--- config.mk ---
export PLATFORM = sky130hd
export DESIGN_NAME = key_event_to_char_decoder
export DESIGN_NICKNAME = d
export VERILOG_FILES = /design/src/rtl/kecd_pkg.sv /design/src/rtl/kecd_in_stage.sv /design/src/rtl/kecd_core.sv /design/src/rtl/key_event_to_char_decoder.sv
export SDC_FILE = /design/constraint.sdc
export NUM_CORES = 1
export LEC_CHECK = 0
export BUFFER_PORTS_ARGS = -buffer_cell sky130_fd_sc_hd__buf_4
export CAP_MARGIN = 20
export CORE_MARGIN = 2
export CORE_UTILIZATION = 60
export DETAILED_ROUTE_END_ITERATION = 7
export GPL_TIMING_DRIVEN = 1
export PLACE_DENSITY = 0.8
export SYNTH_ARGS = -nofsm -noshare
export SYNTH_HDL_FRONTEND = slang
export SYNTH_SLANG_ARGS = --single-unit
--- constraint.sdc ---
create_clock -name clk -period 8 [get_ports clk]
set_clock_uncertainty 0.05 [all_clocks]
set_input_delay 1.6 -clock clk [delete_from_list [all_inputs] [get_ports clk]]
set_output_delay 1.6 -clock clk [all_outputs]
set_load 0.01 [all_outputs]
--- src/rtl/kecd_pkg.sv ---
// Shared types, key codes and character tables for the key event decoder.
// No dependencies; used by every module of the block.
`default_nettype none

package kecd_pkg;

  localparam int ROWS     = 4;
  localparam int COLS     = 10;
  localparam int NUM_KEYS = ROWS * COLS;
  localparam int KEY_W    = $clog2(NUM_KEYS);

  // key indexes (key number minus one)
  localparam logic [6:0] KEY_SYMBOL    = 7'h1E;
  localparam logic [6:0] KEY_ALT       = 7'h14;
  localparam logic [6:0] KEY_CAPS      = 7'h1C;
  localparam logic [6:0] KEY_B         = 7'h19;
  localparam logic [6:0] KEY_BACKSPACE = 7'h1D;

  localparam logic [7:0] CHAR_BACKSPACE = 8'h08;
  localparam logic [7:0] CHAR_SPACE     = 8'h20;
  localparam logic [7:0] LEVEL_ON       = 8'd127;
  localparam logic [15:0] REPEAT_RESET  = 16'd300;

  localparam logic OP_TICK  = 1'b0;
  localparam logic OP_EVENT = 1'b1;

  localparam logic [1:0] ST_NONE    = 2'd0;
  localparam logic [1:0] ST_PRESS   = 2'd1;
  localparam logic [1:0] ST_RELEASE = 2'd2;

  localparam logic [1:0] REG_REPEAT_ENABLE     = 2'd0;
  localparam logic [1:0] REG_REPEAT_DELAY      = 2'd1;
  localparam logic [1:0] REG_BACKLIGHT_PRESENT = 2'd2;

  typedef struct packed {
    logic       opcode;
    logic [7:0] event_code;
  } item_t;

  typedef struct packed {
    logic        repeat_enable;
    logic [15:0] repeat_delay;
    logic        backlight_present;
  } cfg_t;

  typedef struct packed {
    logic [1:0] status;
    logic [7:0] key_char;
    logic [7:0] brightness;
  } result_t;

  function automatic logic [7:0] letter_char(input logic [KEY_W-1:0] k);
    logic [7:0] c;
    case (k)
      6'd0:  c = "q";
      6'd1:  c = "w";
      6'd2:  c = "e";
      6'd3:  c = "r";
      6'd4:  c = "t";
      6'd5:  c = "y";
      6'd6:  c = "u";
      6'd7:  c = "i";
      6'd8:  c = "o";
      6'd9:  c = "p";
      6'd10: c = "a";
      6'd11: c = "s";
      6'd12: c = "d";
      6'd13: c = "f";
      6'd14: c = "g";
      6'd15: c = "h";
      6'd16: c = "j";
      6'd17: c = "k";
      6'd18: c = "l";
      6'd19: c = 8'h0A;
      6'd21: c = "z";
      6'd22: c = "x";
      6'd23: c = "c";
      6'd24: c = "v";
      6'd25: c = "b";
      6'd26: c = "n";
      6'd27: c = "m";
      default: c = 8'h00;
    endcase
    return c;
  endfunction

  function automatic logic [7:0] symbol_char(input logic [KEY_W-1:0] k);
    logic [7:0] c;
    case (k)
      6'd0:  c = "1";
      6'd1:  c = "2";
      6'd2:  c = "3";
      6'd3:  c = "4";
      6'd4:  c = "5";
      6'd5:  c = "6";
      6'd6:  c = "7";
      6'd7:  c = "8";
      6'd8:  c = "9";
      6'd9:  c = "0";
      6'd10: c = "*";
      6'd11: c = "/";
      6'd12: c = "+";
      6'd13: c = "-";
      6'd14: c = "=";
      6'd15: c = ":";
      6'd16: c = 8'h27;
      6'd17: c = 8'h22;
      6'd18: c = "@";
      6'd21: c = "_";
      6'd22: c = "$";
      6'd23: c = ";";
      6'd24: c = "?";
      6'd25: c = "!";
      6'd26: c = ",";
      6'd27: c = ".";
      6'd30: c = CHAR_SPACE;
      default: c = 8'h00;
    endcase
    return c;
  endfunction

endpackage

`default_nettype wire

--- src/rtl/kecd_in_stage.sv ---
// Input register of the key event decoder: holds one accepted item.
// Depends on kecd_pkg for the item type.
`default_nettype none

module kecd_in_stage
  import kecd_pkg::*;
(
  input  wire   clk,
  input  wire   rst,
  input  wire   in_valid,
  output logic  in_stall,
  input  item_t in_item,
  input  wire   take,
  output logic  item_valid,
  output item_t item
);

  logic accept;

  assign in_stall = item_valid && !take;
  assign accept   = in_valid && !in_stall;

  always_ff @(posedge clk) begin
    if (rst) begin
      item_valid <= 1'b0;
    end else if (accept) begin
      item_valid <= 1'b1;
    end else if (take) begin
      item_valid <= 1'b0;
    end
  end

  always_ff @(posedge clk) begin
    if (accept) begin
      item <= in_item;
    end
  end

endmodule

`default_nettype wire

--- src/rtl/kecd_core.sv ---
// Decoder state (latches, repeat counter, brightness) and the result register.
// Depends on kecd_pkg for tables, key codes and types.
`default_nettype none

module kecd_core
  import kecd_pkg::*;
(
  input  wire     clk,
  input  wire     rst,
  input  cfg_t    cfg,
  input  wire     item_valid,
  input  item_t   item,
  output logic    take,
  output logic    out_valid,
  input  wire     out_stall,
  output result_t res
);

  logic        symbol_latch, symbol_latch_next;
  logic        caps_latch, caps_latch_next;
  logic        alt_latch, alt_latch_next;
  logic [7:0]  prev_char, prev_char_next;
  logic [7:0]  shown_char, shown_char_next;
  logic        key_held, key_held_next;
  logic [15:0] held_ticks, held_ticks_next;
  logic [7:0]  level, level_next;
  logic        chord_active, chord_active_next;
  logic [1:0]  status_next;
  logic        advance;

  assign advance = !out_valid || !out_stall;
  assign take    = item_valid && advance;

  always_comb begin
    logic             down;
    logic [6:0]       num;
    logic [6:0]       k;
    logic [KEY_W-1:0] kidx;
    logic [7:0]       ch;
    logic [15:0]      ticks;
    logic             done;

    symbol_latch_next = symbol_latch;
    caps_latch_next   = caps_latch;
    alt_latch_next    = alt_latch;
    prev_char_next    = prev_char;
    shown_char_next   = shown_char;
    key_held_next     = key_held;
    held_ticks_next   = held_ticks;
    level_next        = level;
    chord_active_next = chord_active;
    status_next       = ST_NONE;

    down  = item.event_code[7];
    num   = item.event_code[6:0];
    k     = num - 7'd1;
    kidx  = k[KEY_W-1:0];
    ch    = 8'h00;
    ticks = held_ticks;
    done  = 1'b0;

    if (item.opcode == OP_TICK) begin
      if (key_held && held_ticks != 16'hFFFF) begin
        ticks = held_ticks + 16'd1;
      end
      held_ticks_next = ticks;
      if (cfg.repeat_enable && key_held && ticks > cfg.repeat_delay) begin
        if (prev_char == CHAR_SPACE) begin
          // a held space stops repeating
          key_held_next = 1'b0;
        end else begin
          held_ticks_next = 16'd0;
          status_next     = ST_PRESS;
        end
      end
    end else if (num != 7'd0 && k < 7'(NUM_KEYS)) begin
      if (k == KEY_SYMBOL) begin
        symbol_latch_next = !symbol_latch;
      end else if (k == KEY_CAPS) begin
        caps_latch_next = !caps_latch;
        done            = 1'b1;
      end else if (k == KEY_ALT) begin
        alt_latch_next = !alt_latch;
        done           = 1'b1;
      end else if (k == KEY_BACKSPACE) begin
        done            = 1'b1;
        key_held_next   = down;
        held_ticks_next = 16'd0;
        if (down) begin
          shown_char_next = CHAR_BACKSPACE;
          prev_char_next  = CHAR_BACKSPACE;
          status_next     = ST_PRESS;
        end
      end

      if (!done) begin
        if (down) begin
          if (alt_latch && k == KEY_B && cfg.backlight_present) begin
            level_next        = (level != 8'd0) ? 8'd0 : LEVEL_ON;
            chord_active_next = 1'b1;
            done              = 1'b1;
          end
        end else if (chord_active) begin
          // release that ends the brightness chord
          chord_active_next = 1'b0;
          done              = 1'b1;
        end
      end

      if (!done) begin
        if (symbol_latch_next) begin
          ch = symbol_char(kidx);
        end else begin
          ch = letter_char(kidx);
          if (caps_latch && ch >= "a" && ch <= "z") begin
            ch = ch - 8'h20;
          end
        end
        if (symbol_latch_next && ch == CHAR_SPACE) begin
          ch = 8'h00;
        end else if (!symbol_latch_next && prev_char == 8'h00) begin
          ch   = CHAR_SPACE;
          down = 1'b1;
        end
        prev_char_next  = ch;
        shown_char_next = ch;
        key_held_next   = down;
        held_ticks_next = 16'd0;
        status_next     = down ? ST_PRESS : ST_RELEASE;
      end
    end
  end

  always_ff @(posedge clk) begin
    if (rst) begin
      symbol_latch <= 1'b0;
      caps_latch   <= 1'b0;
      alt_latch    <= 1'b0;
      prev_char    <= 8'h00;
      shown_char   <= 8'h00;
      key_held     <= 1'b0;
      held_ticks   <= 16'd0;
      level        <= 8'd0;
      chord_active <= 1'b0;
    end else if (take) begin
      symbol_latch <= symbol_latch_next;
      caps_latch   <= caps_latch_next;
      alt_latch    <= alt_latch_next;
      prev_char    <= prev_char_next;
      shown_char   <= shown_char_next;
      key_held     <= key_held_next;
      held_ticks   <= held_ticks_next;
      level        <= level_next;
      chord_active <= chord_active_next;
    end
  end

  always_ff @(posedge clk) begin
    if (rst) begin
      out_valid <= 1'b0;
    end else if (advance) begin
      out_valid <= item_valid;
    end
  end

  always_ff @(posedge clk) begin
    if (take) begin
      res.status     <= status_next;
      res.key_char   <= shown_char_next;
      res.brightness <= level_next;
    end
  end

endmodule

`default_nettype wire

--- src/rtl/key_event_to_char_decoder.sv ---
// Top level of the key event decoder: configuration registers and stage wiring.
// Depends on kecd_pkg, kecd_in_stage and kecd_core.
//
//   channel | handshake              | payload
//   --------+------------------------+-------------------------------------
//   input   | in_valid / in_stall    | opcode, event_code
//   output  | out_valid / out_stall  | status, key_char, brightness
//   config  | cfg_we                 | cfg_index, cfg_data
//
// Each item passes through the input register, then the decode logic writes the
// state and result registers.
// One item per cycle is sustained while out_stall stays low.
// Reset is synchronous; it clears the latches, counter, level and both stages.
// A held result stalls the input only once the input register is also full.
`default_nettype none

module key_event_to_char_decoder
  import kecd_pkg::*;
(
  input  wire        clk,
  input  wire        rst,
  input  wire        in_valid,
  output logic       in_stall,
  input  wire        opcode,
  input  wire [7:0]  event_code,
  output logic       out_valid,
  input  wire        out_stall,
  output logic [1:0] status,
  output logic [7:0] key_char,
  output logic [7:0] brightness,
  input  wire        cfg_we,
  input  wire [1:0]  cfg_index,
  input  wire [15:0] cfg_data
);

  cfg_t    cfg;
  item_t   in_item;
  item_t   item;
  logic    item_valid;
  logic    take;
  result_t res;

  always_ff @(posedge clk) begin
    if (rst) begin
      cfg.repeat_enable     <= 1'b0;
      cfg.repeat_delay      <= REPEAT_RESET;
      cfg.backlight_present <= 1'b0;
    end else if (cfg_we) begin
      case (cfg_index)
        REG_REPEAT_ENABLE:     cfg.repeat_enable     <= cfg_data[0];
        REG_REPEAT_DELAY:      cfg.repeat_delay      <= cfg_data;
        REG_BACKLIGHT_PRESENT: cfg.backlight_present <= cfg_data[0];
        default: ;
      endcase
    end
  end

  assign in_item.opcode     = opcode;
  assign in_item.event_code = event_code;

  kecd_in_stage u_in_stage (
    .clk        (clk),
    .rst        (rst),
    .in_valid   (in_valid),
    .in_stall   (in_stall),
    .in_item    (in_item),
    .take       (take),
    .item_valid (item_valid),
    .item       (item)
  );

  kecd_core u_core (
    .clk        (clk),
    .rst        (rst),
    .cfg        (cfg),
    .item_valid (item_valid),
    .item       (item),
    .take       (take),
    .out_valid  (out_valid),
    .out_stall  (out_stall),
    .res        (res)
  );

  assign status     = res.status;
  assign key_char   = res.key_char;
  assign brightness = res.brightness;

endmodule

`default_nettype wire
# Word level (Yosys, flattened, before mapping)
# Memory sizes are Yosys's and may differ from the RTL's.
# Cells that the tools add are included.
[totals]
inputBits = 32
n_memories = 2
rom_bits = 448
regBits = 92
out_inout_bits = 20
wordCells = 179
[memory_table]
columns = ["name", "words", "width", "rd", "rd_ports_with_merged_regs", "wr", "line_no", "rtl"]
rows = [
  ["(no name shown)", 32, 7, 1, 0, 0, "kecd_pkg.sv:89", "case (k)"],
  ["(no name shown)", 32, 7, 1, 0, 0, "kecd_pkg.sv:54", "case (k)"],
]
[op_classes]
add_sub_neg = 3
reduce_logical = 39
eq_ne = 21
bitwise = 3
order_cmp = 4
muxes = 88
[ops]
columns = ["cell", "n"]
rows = [
  ["$mux 8", 32],
  ["$mux 16", 11],
  ["$eq 7x5->1 const B", 5],
  ["$mux 1", 35],
  ["$mux 2", 9],
  ["$add 16x1->16 const B", 1],
  ["$eq 8x6->1 const B", 2],
  ["$gt 16x16->1", 1],
  ["$ne 16x16->1 const B", 1],
  ["$reduce_and 8->1", 2],
  ["$logic_and 1x1->1", 13],
  ["$reduce_and 6->1", 2],
  ["$reduce_and 5->1", 2],
  ["$ne 3x3->1 const B", 3],
  ["$ge 8x7->1 const B", 1],
  ["$le 8x7->1 const B", 1],
  ["$logic_not 1->1", 8],
  ["$logic_not 8->1", 1],
  ["$ne 2x2->1 const B", 4],
  ["$reduce_bool 8->1", 1],
  ["$sub 8x6->8 const B", 1],
  ["$lt 7x6->1 const B", 1],
  ["$mux 7", 1],
  ["$reduce_bool 7->1", 1],
  ["11 further kinds", 19],
]

# Logic depth before layout (Yosys ltp)
[logic_depth]
ltp_word = 32
depth_mapped = 19
ltp_nobuf = 17

# By module
# From an unflattened synthesis, not the netlist that was laid out.
[unflattened]
cells_unflattened = 697
area_unflattened_um2 = 6089.6
[modules_own_cells]
columns = ["module", "instances", "seq_area_each_um2", "cells_each", "area_each_um2"]
rows = [
  ["kecd_core", 1, 1461.4, 606, 4969.8],
  ["key_event_to_char_decoder", 1, 360.3, 78, 799.5],
  ["kecd_in_stage", 1, 290.3, 13, 320.3],
]

# Worst setup path before layout
# Ideal clock, no wire load.
[synth_timing]
path_type = "reg2reg"
startpoint = "register u_core.held_ticks[11]"
endpoint = "register u_core.held_ticks[11]"
setup_slack_ns = 3.832
path_stages_with_launch = 19
arrival_ns = 4.059
path_buffers = 3
cell_sequence = "dfxtp_1 clkbuf_1 nand2_1 o41ai_1 or3_1 clkbuf_1 nor2_1 nand3_1 xnor2_1 ha_1 a21oi_1 nor2b_1 o21ai_0 a211oi_1 nor4bb_1 o21ai_1 nor2_1 clkbuf_1 a221o_1"
[synth_via]
elab_chain_len = 8
word_cells_on_any_way = 10
[synth_lines]
columns = ["item", "line_no", "rtl"]
rows = [
  ["start, declared", "kecd_core.sv:25", "logic [15:0] held_ticks, held_ticks_next;"],
  ["start signal, assigned", "kecd_core.sv:152", "held_ticks <= held_ticks_next;"],
  ["parallel branches: the longest is 2 deep, another holds $add 16x1->16", "-", ""],
  ["$mux 16 (*)", "kecd_core.sv:63", "if (key_held && held_ticks != 16'hFFFF) begin"],
  ["$mux 16 (*)", "kecd_core.sv:62", "if (item.opcode == OP_TICK) begin"],
  ["$gt 16x16->1", "kecd_core.sv:67", "if (cfg.repeat_enable && key_held && ticks > cfg.repeat_delay) begin"],
  ["$logic_and 1x1->1", "kecd_core.sv:67", ""],
  ["$mux 16 (*)", "kecd_core.sv:67", ""],
  ["$mux 16 (*)", "kecd_core.sv:62", ""],
]
# Mark *: on every way between the ends. The select of a mux whose other input is x is not followed.
# A chain may end at the register's enable or synchronous reset.

# Worst setup path after layout
[layout_timing]
startpoint = "register u_core.held_ticks[5]"
endpoint = "register u_core.held_ticks[5]"
# The elaborated chain is that of the path after synthesis.

==> impl_metrics.yaml <==
die:
  core_area_um2: 9240
  fp.dieArea_um2: 10300
  dieHeight_um: 101
  die_x_um: 101
  rows: 35
  start_util_pct: 61.6
  ios: 52
placement:
  place.gp.congestion: 0.943
  dp_slack_ns: 2.62
  dpl.hpwl_um: 9390
  portBuffers: 51
cts:
  htree_num_levels: 3
  tritoncts: "built"
  hold_buffers: 0
  insertion_delay_ns: 0.37
  cts_root_buf: "clkbuf_8"
  cts_max_path_buffers: 2
  numCtsBuffers: 9
  cts_sinks: 92
  path_clk_slew_ns: 0.10
  postCtsSetupBuffers: 0
  ctsResizeCount: 0
finish:
  area_growth_pct: 11.1
  antenna_cells: 0
  drive_gt1_share_pct: 13.0
  final_common_cell: "nand2_1"
  fin_nets: 765
  layout_common_cells: "87 x nand2_1, 65 x dfxtp_1, 61 x nor2_1, 54 x buf_4, 36 x inv_1"
timing:
  setup_violations: 0
  hold_violations: 0
  fin_setup_tns_ns: 0
  final.setup.worst_slack_ns: 2.78
  worst_slew_pin_slew_ns: 1.13
  max_freq_mhz: 192
  fin_crit_ns: 5.22
  finalCritPeriodShare_pct: 65.2
  rsz0062_at_grt: "no"
  drv_slew: 0
  relSlewSlack_pct: 24.6
synth:
  yosysSeqAreaShare_pct: 37.1
  synth-edff-count: 27
  yosys.area.top_type: "dfxtp_1"
  synth_compound_area_share_pct: 21.8
  synth_top_cell_area_share_pct: 22.9
  netlist_top_cells_area: "dfxtp_1 23%, edfxtp_1 14%, ha_1 6.2%, nand2_1 5.7%, nor2_1 4.0%"
  synthesis.nets: 738
  async_flop_share_pct: 0
  yosysWarnings: 0
  synthFlopType: "dfxtp_1"
  synth_top_family_by_area: "simple AND/OR/NAND/NOR gates"
  syn_inst: 678
  synthMuxAreaShare_pct: 1.98
  synth-xor-area-share_pct: 3.69
  synth_fa_ha_area_share_pct: 6.15
  syn_avg_cell_area_um2: 8.40
  netlist_area_um2: 5690
  ys_types: 78
  synthSimpleGateAreaFrac_pct: 24.0
  ys_seq_elements: 92
global_routing:
  antenna_found_initial: 0
  grt_max_degree: 40
  grt_use_total_pct: 26.6
  grt_overflow: 0
  grt_pass1_wl_um: 22200
  first_global_vias: 4699
route:
  via_per_inst: 6.16
  routed_wl_um: 13300
  drt-pass1-iter-count: 6
  post_drt_wl_per_cell_um: 15.9
  drc: 0
  vias: 5172
  ant_nets: 0
  drt_iter0_drc: 339
power:
  p_leak_nw: 2.49
  vdd_drop_max_mv: 0.122
  power_density_nw_per_um2: 157
worst_hold_path:
  hold_class: "flip-flop to flip-flop"
  hold_depth: 2
  min_to: "cfg[10]"
  worstHoldStart: "cfg[10]"
setup_path:
  critical_path.max_fanout: 15
  startpoint_type: "flip-flop"
  rr_worst_depth: 16
  crit_path_end_kind: "flip-flop"
  r2r-start: "u_core.held_ticks[5]"
  timing.rr.end: "u_core.held_ticks[5]"
  path_class: "flip-flop to flip-flop"
  arrival_ns: 5.49
  cp.required_ns: 8.27
  reg2reg_setup_slack_ns: 2.78
flow_run:
  drv_cap: 0
run_status:
  status: "completed"
==> power breakdown <==
part / leakage, nW / internal [mW] / switching [mW] / total, mW
Clock: 0.107 / 0.153 / 0.188 / 0.341
Combinational: 1.59 / 0.0586 / 0.0910 / 0.150
Sequential: 0.789 / 0.491 / 0.0129 / 0.503
==> cell type report <==
type	count	area, um2
multi-input cells	509	3280
fillers	747	2920
flip-flops and latches	92	2110
repair buffers	55	410
well taps	129	161
inverters	38	143
clock buffers	9	124
clock inverters	7	93.8
==> synth_stat cells, drive strengths merged, types with 19 or more instances <==
cell / count
inv: 37
a21oi: 34
nor2: 61
nand2: 87
clkbuf: 28
edfxtp: 27
nand3: 21
nor3: 19
dfxtp: 65
ha: 28
o21ai: 29
==> flip-flops by register name, summed over array words and instances (netlist names) <==
| signal | cells |
|---|---|
| cfg | 18 |
| u_core.res | 18 |
| u_core.held_ticks | 16 |
| u_in_stage.item | 9 |
| u_core.level | 8 |
| u_core.prev_char | 8 |
| u_core.shown_char | 8 |
| u_core.alt_latch | 1 |
| u_core.caps_latch | 1 |
| u_core.chord_active | 1 |
| u_core.key_held | 1 |
| u_core.out_valid | 1 |
| u_core.symbol_latch | 1 |
| u_in_stage.item_valid | 1 |
==> per-stage QoR <==
step / util [%] / instance area (um2) / hold WS [ns] / total power [mW] / cells
global placement: 66.0 / 6100 / 0.386 / 0.657 / 822
floorplan: - / 5690 / 0.375 / 0.614 / 678
finish: 68.4 / 6320 / 0.410 / 0.994 / 839
global route: 68.4 / 6320 / 0.429 / 1.03 / 839
detailed placement: 66.0 / 6100 / 0.389 / 0.659 / 822
CTS: 68.4 / 6320 / 0.412 / 0.995 / 838
==> cells by family (layout without fill, tap and decap cells) <==
logic type	Yosys count	after routing
AOI/OAI and AO/OA	174	174
xor gates and xnor gates	24	24
adders and majority gates	28	28
buffers and inverters	77	109
DFF	92	92
muxes	11	11
and+or+nand+nor	272	272
==> routing by layer <==
metal  vias up  part of all wire [%]  GRT usage (%)
li1       2526                     -              -
met1      2418                    47           38.3
met2       213                    45           41.9
met3        15                   7.4           4.69
met4         0                  0.79           6.13
met5         -                     0              0
==> critical path, cell delays in order (launching register included) <==
cell and delay [ns]:
dfxtp_1 0.46, and3_1 0.22, nand4_1 0.21, o41ai_1 0.66
or3_1 0.32, nor2_1 0.11, nand3_1 0.14, xnor2_1 0.15
ha_1 0.27, a21oi_1 0.13, nor2b_1 0.06, o21ai_0 0.15
a211oi_1 0.09, nor4bb_1 0.51, o21ai_1 0.49, nor2_1 0.90
a221o_1 0.27
==> worst max-delay path by stage <==
stage                                        to  depth (start not counted)                   from  slack, ns
after floorplan           u_core.held_ticks[11]                         18  u_core.held_ticks[11]       3.83
after CTS                  u_core.held_ticks[5]                         16   u_core.held_ticks[5]       2.59
after global placement     u_core.held_ticks[6]                         16   u_core.held_ticks[5]       2.86
after global routing       u_core.held_ticks[5]                         16   u_core.held_ticks[5]       2.36
final                      u_core.held_ticks[5]                         16   u_core.held_ticks[5]       2.78
after detailed placement  u_core.held_ticks[15]                         16   u_core.held_ticks[5]       2.62
Note: power is estimated with default switching activity, not from simulation.
